==> config.mk <==
export PLATFORM = sky130hd
export DESIGN_NAME = stream_find_replace_core
export DESIGN_NICKNAME = d
export VERILOG_FILES = /design/src/rtl/sfr_pkg.sv /design/src/rtl/sfr_step.sv /design/src/rtl/stream_find_replace_core.sv
export SDC_FILE = /design/constraint.sdc
export NUM_CORES = 1
export LEC_CHECK = 0
export ABC_AREA = 1
export BUFFER_PORTS_ARGS = -buffer_cell sky130_fd_sc_hd__buf_4
export CAP_MARGIN = 20
export CORE_ASPECT_RATIO = 0.6
export CORE_MARGIN = 2
export CORE_UTILIZATION = 30
export CTS_CLUSTER_DIAMETER = 200
export DETAILED_ROUTE_END_ITERATION = 10
export GPL_ROUTABILITY_DRIVEN = 0
export HOLD_SLACK_MARGIN = 0.03
export MAX_ROUTING_LAYER = met4
export PLACE_DENSITY = 0.45
export SLEW_MARGIN = 20
export SYNTH_ARGS = -nofsm -noshare
export SYNTH_HDL_FRONTEND = slang
export SYNTH_SLANG_ARGS = --single-unit
==> constraint.sdc <==
create_clock -name clock -period 8.45 [get_ports clock]
set_input_delay 1.2675 -clock clock [delete_from_list [all_inputs] [get_ports clock]]
set_output_delay 1.2675 -clock clock [all_outputs]
set_load 0.01 [all_outputs]
==> src/rtl/sfr_pkg.sv <==
`timescale 1ns / 1ps
// ----------------------------------------------------------------------------
// sfr_pkg
// Shared types, register indexes and helpers for the stream find/replace core.
// ----------------------------------------------------------------------------
package sfr_pkg;

   localparam int MaxFindLengthDefault    = 8;
   localparam int MaxReplaceLengthDefault = 8;

   // flush never produces more than this many results for one item
   localparam int MaxResults = 8;
   // length registers are 4 bits, so a burst never exceeds 15 beats
   localparam int LenWidth   = 4;
   localparam int LenMax     = 15;
   localparam int BeatWidth  = 4;

   localparam logic [1:0] RegFindLength    = 2'd0;
   localparam logic [1:0] RegFindPattern   = 2'd1;
   localparam logic [1:0] RegReplaceLength = 2'd2;
   localparam logic [1:0] RegReplaceText   = 2'd3;

   typedef struct packed {
      logic [BeatWidth-1:0] beats;   // results caused by the item, 0 = none
      logic                 marker;  // single result without data
      logic                 done;    // burst closes the string
   } sfr_burst_type;

   // byte i of a packed 64-bit register, zero past the eighth byte
   function automatic logic [7:0] packed_byte(input logic [63:0] word, input int i);
      logic [63:0] shifted;
      shifted = (i < 8) ? (word >> (i * 8)) : 64'd0;
      return shifted[7:0];
   endfunction

endpackage

==> src/rtl/sfr_step.sv <==
`timescale 1ns / 1ps
// ----------------------------------------------------------------------------
// sfr_step
// Per-item window update: insert, compare, shift or clear, and the result
// burst that the item causes (replacement, oldest byte and/or flush).
// ----------------------------------------------------------------------------
module sfr_step #(
   parameter int MAX_FIND_LENGTH = sfr_pkg::MaxFindLengthDefault,
   parameter int BURST_DEPTH     = sfr_pkg::MaxResults,
   parameter int REPL_CAP        = sfr_pkg::MaxReplaceLengthDefault
) (
   input  logic [MAX_FIND_LENGTH-1:0][7:0]          window,
   input  logic [$clog2(MAX_FIND_LENGTH+1)-1:0]     fill,
   input  logic [sfr_pkg::LenWidth-1:0]             find_length,
   input  logic [63:0]                              find_pattern,
   input  logic [sfr_pkg::LenWidth-1:0]             replace_length,
   input  logic [63:0]                              replace_text,
   input  logic [7:0]                               data_byte,
   input  logic                                     byte_present,
   input  logic                                     end_of_string,
   output logic [MAX_FIND_LENGTH-1:0][7:0]          window_out,
   output logic [$clog2(MAX_FIND_LENGTH+1)-1:0]     fill_out,
   output logic [BURST_DEPTH-1:0][7:0]              burst_bytes,
   output sfr_pkg::sfr_burst_type                   burst
);
   import sfr_pkg::*;

   localparam int FillWidth = $clog2(MAX_FIND_LENGTH + 1);
   localparam int WideDepth = (MAX_FIND_LENGTH > BURST_DEPTH) ? MAX_FIND_LENGTH : BURST_DEPTH;

   logic [FillWidth-1:0]              flen;
   logic [BeatWidth-1:0]              rlen;
   logic [MAX_FIND_LENGTH-1:0][7:0]   win_next;
   logic [WideDepth-1:0][7:0]         win_wide;
   logic [FillWidth-1:0]              fill_ins;
   logic [FillWidth-1:0]              fill_after;
   logic [FillWidth:0]                flush_total;
   logic                              full;
   logic                              hit;

   always_comb begin
      // effective lengths
      if (find_length == '0) begin
         flen = FillWidth'(1);
      end else if (32'(find_length) > MAX_FIND_LENGTH) begin
         flen = FillWidth'(MAX_FIND_LENGTH);
      end else begin
         flen = FillWidth'(find_length);
      end
      if (32'(replace_length) > REPL_CAP) begin
         rlen = BeatWidth'(REPL_CAP);
      end else begin
         rlen = BeatWidth'(replace_length);
      end

      win_next = window;
      for (int i = 0; i < MAX_FIND_LENGTH; i++) begin
         if (byte_present && (fill == FillWidth'(i))) begin
            win_next[i] = data_byte;
         end
      end
      fill_ins = fill + FillWidth'(byte_present);
      full     = byte_present && (fill_ins >= flen);

      hit = full;
      for (int i = 0; i < MAX_FIND_LENGTH; i++) begin
         if ((FillWidth'(i) < flen) && (win_next[i] != packed_byte(find_pattern, i))) begin
            hit = 1'b0;
         end
      end

      if (hit) begin
         window_out = win_next;
         fill_after = '0;
      end else if (full) begin
         window_out = win_next >> 8;
         fill_after = fill_ins - FillWidth'(1);
      end else begin
         window_out = win_next;
         fill_after = fill_ins;
      end
      fill_out = end_of_string ? '0 : fill_after;

      // miss: oldest byte then flushed bytes are win_next[0..]; idle: flush only
      flush_total = (FillWidth + 1)'(full) +
                    (end_of_string ? {1'b0, fill_after} : '0);
      if (32'(flush_total) > MaxResults) begin
         flush_total = (FillWidth + 1)'(MaxResults);
      end

      burst.done   = end_of_string;
      burst.marker = 1'b0;
      if (hit) begin
         burst.beats = rlen;
      end else begin
         burst.beats = BeatWidth'(flush_total);
      end
      if (end_of_string && (burst.beats == '0)) begin
         burst.marker = 1'b1;
         burst.beats  = BeatWidth'(1);
      end

      win_wide = (WideDepth * 8)'(win_next);
      for (int j = 0; j < BURST_DEPTH; j++) begin
         burst_bytes[j] = hit ? packed_byte(replace_text, j) : win_wide[j];
      end
   end

endmodule

==> src/rtl/stream_find_replace_core.sv <==
`timescale 1ns / 1ps
// ----------------------------------------------------------------------------
// stream_find_replace_core
// Streaming find/replace: leftmost non-overlapping matches of the pattern are
// swapped for the replacement; end of string flushes pending bytes.
// ----------------------------------------------------------------------------
// Latency: first result of an item is presented the cycle after its transfer.
// Throughput: one item per cycle while each item causes at most one result
//   and the result side does not stall; an item causing several results holds
//   the result register until its last beat leaves, and the next item transfers together with that beat.
// Reset: lengths go to find 1 / replace 0, strings to zero, window emptied.
// ----------------------------------------------------------------------------
module stream_find_replace_core #(
   parameter int MAX_FIND_LENGTH    = sfr_pkg::MaxFindLengthDefault,
   parameter int MAX_REPLACE_LENGTH = sfr_pkg::MaxReplaceLengthDefault
) (
   input  logic        clock,
   input  logic        reset,
   input  logic        csr_write,
   input  logic [1:0]  csr_index,
   input  logic [63:0] csr_wdata,
   input  logic        req_valid,
   output logic        req_stall,
   input  logic [7:0]  req_data_byte,
   input  logic        req_byte_present,
   input  logic        req_end_of_string,
   output logic        rsp_valid,
   input  logic        rsp_stall,
   output logic [7:0]  rsp_out_byte,
   output logic        rsp_out_valid,
   output logic        rsp_last_of_run,
   output logic        rsp_string_done
);
   import sfr_pkg::*;

   localparam int FillWidth  = $clog2(MAX_FIND_LENGTH + 1);
   localparam int ReplCap    = (MAX_REPLACE_LENGTH < LenMax) ? MAX_REPLACE_LENGTH : LenMax;
   localparam int BurstDepth = (ReplCap > MaxResults) ? ReplCap : MaxResults;
   localparam int IdxWidth   = $clog2(BurstDepth);

   logic [LenWidth-1:0]              find_length_ff, find_length_in;
   logic [63:0]                      find_pattern_ff, find_pattern_in;
   logic [LenWidth-1:0]              replace_length_ff, replace_length_in;
   logic [63:0]                      replace_text_ff, replace_text_in;
   logic [MAX_FIND_LENGTH-1:0][7:0]  window_ff, window_in;
   logic [FillWidth-1:0]             fill_ff, fill_in;
   logic [BurstDepth-1:0][7:0]       burst_ff, burst_in;
   sfr_burst_type                    burst_ctl_ff, burst_ctl_in;
   logic [IdxWidth-1:0]              idx_ff, idx_in;
   logic                             busy_ff, busy_in;

   logic [MAX_FIND_LENGTH-1:0][7:0]  step_window;
   logic [FillWidth-1:0]             step_fill;
   logic [BurstDepth-1:0][7:0]       step_bytes;
   sfr_burst_type                    step_burst;
   logic                             last_beat;
   logic                             rsp_xfer;
   logic                             req_xfer;

   sfr_step #(
      .MAX_FIND_LENGTH (MAX_FIND_LENGTH),
      .BURST_DEPTH     (BurstDepth),
      .REPL_CAP        (ReplCap)
   ) u_step (
      .window         (window_ff),
      .fill           (fill_ff),
      .find_length    (find_length_ff),
      .find_pattern   (find_pattern_ff),
      .replace_length (replace_length_ff),
      .replace_text   (replace_text_ff),
      .data_byte      (req_data_byte),
      .byte_present   (req_byte_present),
      .end_of_string  (req_end_of_string),
      .window_out     (step_window),
      .fill_out       (step_fill),
      .burst_bytes    (step_bytes),
      .burst          (step_burst)
   );

   assign last_beat = (BeatWidth'(idx_ff) + BeatWidth'(1)) == burst_ctl_ff.beats;
   assign rsp_valid = busy_ff;
   assign rsp_xfer  = busy_ff && !rsp_stall;
   // a new item may enter as the last beat of the current burst leaves
   assign req_stall = busy_ff && !(rsp_xfer && last_beat);
   assign req_xfer  = req_valid && !req_stall;

   assign rsp_out_byte    = burst_ctl_ff.marker ? 8'd0 : burst_ff[idx_ff];
   assign rsp_out_valid   = !burst_ctl_ff.marker;
   assign rsp_last_of_run = last_beat;
   assign rsp_string_done = burst_ctl_ff.done && last_beat;

   always_comb begin
      find_length_in    = find_length_ff;
      find_pattern_in   = find_pattern_ff;
      replace_length_in = replace_length_ff;
      replace_text_in   = replace_text_ff;
      window_in         = window_ff;
      fill_in           = fill_ff;
      burst_in          = burst_ff;
      burst_ctl_in      = burst_ctl_ff;
      idx_in            = idx_ff;
      busy_in           = busy_ff;

      if (rsp_xfer) begin
         if (last_beat) begin
            busy_in = 1'b0;
         end else begin
            idx_in = idx_ff + IdxWidth'(1);
         end
      end

      if (req_xfer) begin
         window_in = step_window;
         fill_in   = step_fill;
         if (step_burst.beats != '0) begin
            busy_in      = 1'b1;
            idx_in       = '0;
            burst_in     = step_bytes;
            burst_ctl_in = step_burst;
         end
      end

      if (csr_write) begin
         case (csr_index)
            RegFindLength: begin
               find_length_in = csr_wdata[LenWidth-1:0];
               fill_in        = '0;
            end
            RegFindPattern:   find_pattern_in   = csr_wdata;
            RegReplaceLength: replace_length_in = csr_wdata[LenWidth-1:0];
            RegReplaceText:   replace_text_in   = csr_wdata;
            default: ;
         endcase
      end
   end

   always_ff @(posedge clock) begin
      if (reset) begin
         find_length_ff    <= LenWidth'(1);
         find_pattern_ff   <= '0;
         replace_length_ff <= '0;
         replace_text_ff   <= '0;
         fill_ff           <= '0;
         busy_ff           <= 1'b0;
         idx_ff            <= '0;
         burst_ctl_ff      <= '0;
      end else begin
         find_length_ff    <= find_length_in;
         find_pattern_ff   <= find_pattern_in;
         replace_length_ff <= replace_length_in;
         replace_text_ff   <= replace_text_in;
         fill_ff           <= fill_in;
         busy_ff           <= busy_in;
         idx_ff            <= idx_in;
         burst_ctl_ff      <= burst_ctl_in;
      end
   end

   always_ff @(posedge clock) begin
      window_ff <= window_in;
      burst_ff  <= burst_in;
   end

   // window never holds a complete pattern between items
   assert property (@(posedge clock) disable iff (reset)
      32'(fill_ff) < MAX_FIND_LENGTH)
      else $error("window fill reached pattern capacity");

   assert property (@(posedge clock) disable iff (reset)
      busy_ff |-> (burst_ctl_ff.beats != '0) &&
                  (BeatWidth'(idx_ff) < burst_ctl_ff.beats))
      else $error("beat index outside burst");

   assert property (@(posedge clock) disable iff (reset)
      busy_ff && burst_ctl_ff.marker |-> burst_ctl_ff.beats == BeatWidth'(1) &&
                                         burst_ctl_ff.done)
      else $error("end marker burst malformed");

   assert property (@(posedge clock) disable iff (reset)
      rsp_xfer && !last_beat |=> busy_ff && (idx_ff == $past(idx_ff) + IdxWidth'(1)))
      else $error("burst did not advance after transfer");

endmodule

Word level (Yosys, flattened, before mapping)

Index checks and enable logic that the tools add are counted.

Flip-flop bits (word level): 278
Output and inout bits: 13
Word-level logic and storage cells: 150

Add/sub/neg operators: 5
Magnitude comparators: 13
Eq/ne operators: 19
Muxes and demuxes: 50
Reductions and logical operators: 37

Operators with widths:

| cell                                               | count |
|---|---|
| 2-to-1 mux 8 bit                                   | 18 |
| 2-to-1 mux 64 bit                                  | 2 |
| inequality test 8 bit                              | 8 |
| 2-to-1 mux 4 bit                                   | 12 |
| binary-select mux 8 bit (select 3 bit)             | 1 |
| logical AND 1 bit                                  | 23 |
| == test 4 x 3 -> 1 bit, second input constant      | 4 |
| < comparator 3 x 4 -> 1 bit, first input constant  | 4 |
| logical NOT 4 bit                                  | 3 |
| 2-to-1 mux 1 bit                                   | 12 |
| 2-to-1 mux 3 bit                                   | 4 |
| AND reduction 2 bit                                | 5 |
| == test 4 x 2 -> 1 bit, second input constant      | 2 |
| > comparator 4 bit, second input constant          | 2 |
| < comparator 1 x 4 -> 1 bit, first input constant  | 2 |
| < comparator 2 x 4 -> 1 bit, first input constant  | 2 |
| adder 1 x 4 -> 5 bit                               | 1 |
| > comparator 5 x 4 -> 1 bit, second input constant | 1 |
| 2-to-1 mux 5 bit                                   | 1 |
| adder 3 x 1 -> 4 bit, second input constant        | 1 |
| adder 4 x 1 -> 4 bit                               | 1 |
| == test 2 bit, second input constant               | 2 |
| == test 4 x 1 -> 1 bit, second input constant      | 1 |
| == test 4 bit                                      | 1 |
| other kinds (8)                                    | 11 |

Logic depth before layout (Yosys ltp)

Gate-level depths: netlist (run 1).

Depth after elaboration: 25
Depth in mapped cells: 34
Gate-level depth less buffers: 31

Modules after synthesis

Synthesis (run 1) repeated with hierarchy kept, for this count alone.

Cells, all modules: 1933
Area total of the unflattened synthesis: 14356.3 um^2

Modules (own cells, without submodules):

| module                   | times used | cells an instance | area each (um^2) |
|---|---|---|---|
| stream_find_replace_core | 1          | 970               | 9955.8 |
| sfr_step                 | 1          | 963               | 4400.5 |

Least setup slack after synthesis (run 1)

Ideal clock, no wire load.

Path kind: input -> register
Start point: in req_byte_present
End point: reg burst_ff[0] in the netlist's numbering (enable)
Arrival time: 5.348 ns
Data required time: 8.058 ns
Path slack: 2.710 ns
Cell stages on the path: 28
Cell sequence: ha_1 -> ha_1 -> ha_1 -> inv_1 -> nor2_1 -> o211ai_1 -> nand3_1 -> nand2_1 -> inv_1 -> nand3_1 -> nor2_1 -> nand2_1 -> inv_2 -> nand3_4 -> buf_4 -> clkbuf_1 -> nand3_1 -> nor2_1 -> ha_1 -> ha_1 -> nand2_1 -> o21ai_2 -> inv_2 -> a21oi_2 -> nor2_4 -> nand3_4 -> nand2_1 -> inv_2

Longest elaborated chain between the ends: 23

Ends and longest elaborated chain:

| what                                                                          | line                            | RTL |
|---|---|---|
| from (decl)                                                                   | stream_find_replace_core.sv:25  | `input logic req_byte_present,` |
| parallel branches: the longest is 17 deep, another holds adder 4 x 1 -> 4 bit | -                               |  |
| 2-to-1 mux 4 bit *                                                            | sfr_step.sv:93                  | `if (hit) begin` |
| logical NOT 4 bit                                                             | sfr_step.sv:98                  | `if (end_of_string && (burst.beats == '0)) begin` |
| logical AND 1 bit                                                             | sfr_step.sv:98                  |  |
| 2-to-1 mux 5 bit *                                                            | sfr_step.sv:98                  |  |
| nonzero test 4 bit *                                                          | stream_find_replace_core.sv:115 | `if (step_burst.beats != '0) begin` |
| AND reduction 2 bit (no line) *                                               | -                               |  |
| to (signal assigned)                                                          | stream_find_replace_core.sv:161 | `burst_ff <= burst_in;` |
| to (decl)                                                                     | stream_find_replace_core.sv:47  | `logic [BurstDepth-1:0][7:0] burst_ff, burst_in;` |

Mark *: on every way between the ends.
A chain may end at the register's enable or synchronous reset.

Final worst setup path (run 1)

Start point: reg fill_ff[2]
End point: reg burst_ff[34] in the netlist's numbering (enable)

Longest elaborated chain between the ends: 24

Ends and longest elaborated chain:

| what                                                                          | line                            | RTL |
|---|---|---|
| from (decl)                                                                   | stream_find_replace_core.sv:46  | `logic [FillWidth-1:0] fill_ff, fill_in;` |
| from (signal assigned)                                                        | stream_find_replace_core.sv:152 | `fill_ff <= fill_in;` |
| parallel branches: the longest is 18 deep, another holds adder 4 x 1 -> 4 bit | -                               |  |
| 2-to-1 mux 4 bit *                                                            | sfr_step.sv:93                  |  |
| logical NOT 4 bit                                                             | sfr_step.sv:98                  |  |
| logical AND 1 bit                                                             | sfr_step.sv:98                  |  |
| 2-to-1 mux 5 bit *                                                            | sfr_step.sv:98                  |  |
| nonzero test 4 bit *                                                          | stream_find_replace_core.sv:115 |  |
| AND reduction 2 bit (no line) *                                               | -                               |  |

Marked as above.

==> impl_metrics.toml, run 1 <==
[status]
status = "complete, no violations"

[timing]
period_share_pct = 75.0
slew_headroom_pct = 24.2
worst_slew_pin_slew_ps = 1140
fin_crit_ps = 6330
finClkSkew_ps = 11.4
timing.fmax_mhz = 158
setup_viol = 0
finalSetupTns_ps = 0
rsz0062_at_grt = "no"
drv_slew = 0
finalHoldViolCount = 0

[routing]
vias_per_cell = 4.90
routed_wirelength_um = 50000
post_drt_wl_per_cell_um = 19.7
dr.pass1.iters = 5
drtIter0Drc = 1063
vias = 12500
drc_errors = 0
drtAntennaViolNets = 0

[floorplan]
fp.dieW_um = 282
initial_core_util_pct = 30.3
core_sq_um = 46100
die_h_um = 171
dieArea_sq_um = 48300
pin_count = 94
fp-row-count = 61

[synthesis]
synth_top_cell_by_area = "edfxtp_1"
synth_cell_types = 35
synth_top_area_share_pct = 27.6
synth_area_leaders = "edfxtp_1 28%, dfxtp_1 22%, nand2_1 13%, o21ai_0 11%, inv_1 5.1%"
ys_async_sr_fraction_pct = 0
synth_common_cells = "471 x nand2_1, 298 x o21ai_0, 190 x inv_1, 184 x nor2_1, 150 x dfxtp_1"
yosysWarnings = 0
synth_most_common_cell = "nand2_1"
synth_edf_count = 128
ys_seq_area_share_pct = 49.1
synth_seq_cells = 278
synth_cells = 1844
ys.flop_type = "dfxtp_1"
synth_area_sq_um = 13900
synth_fp_nets = 1935
synth_area_per_cell_sq_um = 7.56

[grt]
grt_pass1_wl_um = 74500
track_usage_pct = 21.4
grt_max_degree = 91
antenna_found_initial = 2
gr-total-overflow = 0
grt_pass1_vias = 11500

[placed_design]
placed_cells = 2488
dp_hpwl_um = 35800
io_buffers = 93

[setup_path]
cp_slowest_cell = "nor2_1"
required_ps = 8680
endpoint_kind = "flop"
worst_path_largest_cell_delay_ps = 670
critPathArrivalTime_ps = 6560
critPathLaunchType = "flop"
worstSetupPathType = "reg -> reg"
cpMostUsedCell = "nand2_1"
crit_path_max_fanout = 65

[clock_network]
root_buffer = "clkbuf_16"
postCtsSetupBuffers = 0
cts_tree = "yes"
hold_buffers = 0
cts_sinks = 278
cts_buffers = 30
cts_max_level = 1
cts.path.max_buffers = 3
clk-insertion-delay-late_ps = 580
ctsResizeCount = 0
cts.clk_slew.worst_paths_ps = 60

[power_and_ir_drop]
powerDensity_nw_per_um2 = 249
pwr-share-comb_pct = 24.0
internal_power_uw = 2690
power_leakage_uw = 0.00673
clkPwrFrac_pct = 33.1
seq_power_share_pct = 42.9
p_sw_uw = 1330
p_sw_share_pct = 33.1
peakVddDrop_mv = 0.137

[layout]
final_cells = 2545
layout-drive-gt1-share_pct = 11.3
nNetsFinal = 1981
area_delta_synth_final_pct = 15.7

[min_path]
min_path_type = "reg -> reg"

[flow_run]
cap_violations = 0
worst paths after layout:
kind                                            to  slack [ps]                        startpoint  cells after the start
setup / recovery            burst_ff[34]$_DFFE_PP_        2120             fill_ff[2]$_SDFF_PP0_                     28
hold / removal    replace_text_ff[25]$_SDFFE_PP0P_         450  replace_text_ff[25]$_SDFFE_PP0P_                      2
setup reg to reg            burst_ff[34]$_DFFE_PP_        2120             fill_ff[2]$_SDFF_PP0_                     28
hold reg to reg   replace_text_ff[25]$_SDFFE_PP0P_         450  replace_text_ff[25]$_SDFFE_PP0P_                      2
power by group through the flow:
stage	clock network (uW)	logic, uW	registers [uW]
floorplan	0	593	1720
global placement	0	945	1750
detailed placement	0	947	1750
CTS	1360	951	1720
global route	1410	1080	1740
finish	1330	966	1720
worst max-delay path: cells and delay by family (launching register included):
| family | cells | cell delay [ps] |
|---|---|---|
| buffers and inverters | 4 | 990 |
| AND/OR/NAND/NOR | 20 | 3750 |
| adder cells (fa/ha/maj) | 2 | 420 |
| flip-flops | 1 | 440 |
| AO/OA/AOI/OAI | 2 | 300 |
cells by family after synthesis:
logic type / share of synthesized area (%)
compound gates: 17.4
xor+xnor: 1.26
fa+ha+maj: 0.897
buf+inv: 8.29
flops: 49.1
simple gates: 23.1
registers in the layout, summed over array words and instances, names as in the netlist:
name and flops:
window_ff 64, idx_ff 3, fill_ff 4, burst_ff 64, burst_ctl_ff 6, find_pattern_ff 64, replace_text_ff 64, rsp_valid 1
replace_length_ff 4, find_length_ff 4
metal layers:
layer  global-route usage, %  routed length, um  part of all wire, %  vias to the layer above
met4                    4.05                964                  1.9                        0
met3                    4.23               4420                  8.8                       68
met5                       -                  0                    0                        -
met1                    33.3              25900                   52                     5776
li1                        -                  -                    -                     6155
met2                    27.7              18700                   37                      472
final cells by class:
class,instances,area [sq um]
tap,630,788
fill,5006,30000
sequential,278,6850
timing repair buffer,105,788
inverter,206,778
multi-input combinational,1269,5970
antenna,1,2.50
clock buffer,42,871
clock inverter,14,96.3
layout by cell type, fill, tap and decap left out, drive strengths merged:
cell and instances:
inv 201, xor2 14, nand3b 22, o211ai 2, or2 1, bufinv 1, nand2 477, a31oi 19
o211a 1, dfxtp 150, clkinv 18, o21ai 327, nor2 202, buf 105, ha 10, edfxtp 128
a21oi 109, xnor2 6, diode 1, clkbuf 42, nand4 12, nor3 3, o22ai 10, nand3 54
metrics by stage:
stage          power, uW  instance area, sq um  utilization (%)  setup WS [ps]  hold WS (ps)
2_1_floorplan       2320                 13900                -           2710           424
3_3_place_gp        2700                 15200             32.9           1730           434
3_5_place_dp        2700                 15200             32.9           1610           443
4_1_cts             4030                 16100             35.0           2110           451
5_1_grt             4220                 16100             35.0           1480           471
6_report            4020                 16100             35.0           2120           451
No activity file was read; power rests on OpenSTA's default activity.
==> run 2: changes to the inputs <==
clock period = 5.84 ns   (was 8.45 ns; I/O delays follow)
==> run 2 against run 1 <==
  * Sequential power rose by 45%
  * Final area grew 0.68%
  * Non-clock buffer count grew 12
  * Sequential share of layout area decreased by 0.29 points
  * Clock-buffer cell count shrank 6
  * Die area is the same
  * Via count decreased by 0.14%
  * Highest routed layer unchanged
==> impl_metrics.toml, run 2 (synthesis results as in run 1) <==
[status]
status = "complete, no violations"

[timing]
timing.fmax_mhz = 197
period_share_pct = 86.7
slew_headroom_pct = 23.7
worst_slew_pin_slew_ps = 1130
finClkSkew_ps = 19.8
finalSetupTns_ps = 0
drv_slew = 0
setup_viol = 0
fin_crit_ps = 5070
rsz0062_at_grt = "no"
finalHoldViolCount = 0

[power_and_ir_drop]
p_sw_uw = 1900
power_leakage_uw = 0.00678
powerDensity_nw_per_um2 = 359
pwr-share-comb_pct = 24.5
peakVddDrop_mv = 0.210
p_sw_share_pct = 32.5
total_power_uw = 5840
seq_power_share_pct = 42.6
clkPwrFrac_pct = 33.0
internal_power_uw = 3950

[floorplan]
initial_core_util_pct = 30.3
pin_count = 94
dieArea_sq_um = 48300
core_sq_um = 46100
fp.dieW_um = 282
fp-row-count = 61
die_h_um = 171

[grt]
gr-total-overflow = 0
grt_pass1_vias = 11400
grt_pass1_wl_um = 73300
track_usage_pct = 21.0
antenna_found_initial = 2
grt_max_degree = 73

[clock_network]
cts_sinks = 278
clk-insertion-delay-late_ps = 570
cts_max_level = 1
cts_tree = "yes"
root_buffer = "clkbuf_16"
hold_buffers = 0
cts_buffers = 29
cts.clk_slew.worst_paths_ps = 70
postCtsSetupBuffers = 0
ctsResizeCount = 0
cts.path.max_buffers = 3

[routing]
vias = 12500
drtIter0Drc = 1237
post_drt_wl_per_cell_um = 19.4
drc_errors = 0
routed_wirelength_um = 49500
drtAntennaViolNets = 0
dr.pass1.iters = 6
vias_per_cell = 4.88

[flow_run]
cap_violations = 0

[setup_path]
endpoint_kind = "flop"
cpMostUsedCell = "nand2_1"
critPathArrivalTime_ps = 5310
worst_path_largest_cell_delay_ps = 500
critPathLaunchType = "flop"
crit_path_max_fanout = 33
required_ps = 6090
cp_slowest_cell = "nor2_2"
worstSetupPathType = "reg -> reg"

[layout]
layout-drive-gt1-share_pct = 11.5
nNetsFinal = 1992
area_delta_synth_final_pct = 16.5
final_common_cell = "nand2_1"
final_cell_mix = "471 x nand2_1, 298 x o21ai_0, 188 x inv_1, 183 x nor2_1, 150 x dfxtp_1"

[placed_design]
dp_hpwl_um = 36600
io_buffers = 93

[min_path]
min_path_type = "reg -> reg"
run 2: changes by cell type in the layout (fill, tap and decap cells not counted), sizes merged:
cell and delta:
buf +12, bufinv +3, clkbuf -6, clkinv -2, clkinvlp +1, inv +1
run 2: metal layers:
layer | track usage (%) | share of wire (%) | up-vias
met2 | 27.4 | 38 | 377
li1 | - | - | 6165
met5 | - | 0 | -
met3 | 4.03 | 7.4 | 45
met1 | 33.2 | 54 | 5866
met4 | 3.06 | 1.4 | 0
run 2: path summary, 6_finish.rpt:
path                                        start                              end  slack (ps)  cells after the start
hold reg to reg   replace_text_ff[0]$_SDFFE_PP0P_  replace_text_ff[0]$_SDFFE_PP0P_         450                      2
hold / removal    replace_text_ff[0]$_SDFFE_PP0P_  replace_text_ff[0]$_SDFFE_PP0P_         450                      2
setup reg to reg            fill_ff[2]$_SDFF_PP0_           burst_ff[32]$_DFFE_PP_         770                     26
setup / recovery            fill_ff[2]$_SDFF_PP0_           burst_ff[32]$_DFFE_PP_         770                     26
run 2: power by group through the flow:
stage	sequential [uW]	clock [uW]	combinational, uW
6_report	2490	1930	1430
5_1_grt	2510	2050	1590
3_5_place_dp	2530	0	1400
4_1_cts	2490	1970	1410
2_1_floorplan	2500	0	858
3_3_place_gp	2530	0	1400
run 2: final cells by class:
cell class                      instances  area, sq um
Timing Repair Buffer                  117          903
Inverter                              206          778
Clock buffer                           36          782
Sequential cell                       278         6850
Fill cell                            5005        29800
Antenna cell                            1         2.50
Clock inverter                         17          180
Tap cell                              630          788
Multi-Input combinational cell       1269         5970
run 2: critical path: cells and delay by family, from the launching register on:
family	cells	cell delay, ps
fa+ha+maj	2	430
simple gates	17	2720
buf+inv	5	610
flops	1	440
compound gates	2	490
run 2: stage by stage:
stage	setup slack, ps	area [sq um]	hold WS [ps]	std cells	utilization, %
2_1_floorplan	492	13900	424	1844	-
3_3_place_gp	677	15300	436	2500	33.2
3_5_place_dp	489	15300	443	2500	33.2
4_1_cts	861	16300	451	2553	35.3
5_1_grt	334	16300	465	2553	35.3
6_report	775	16300	451	2554	35.3
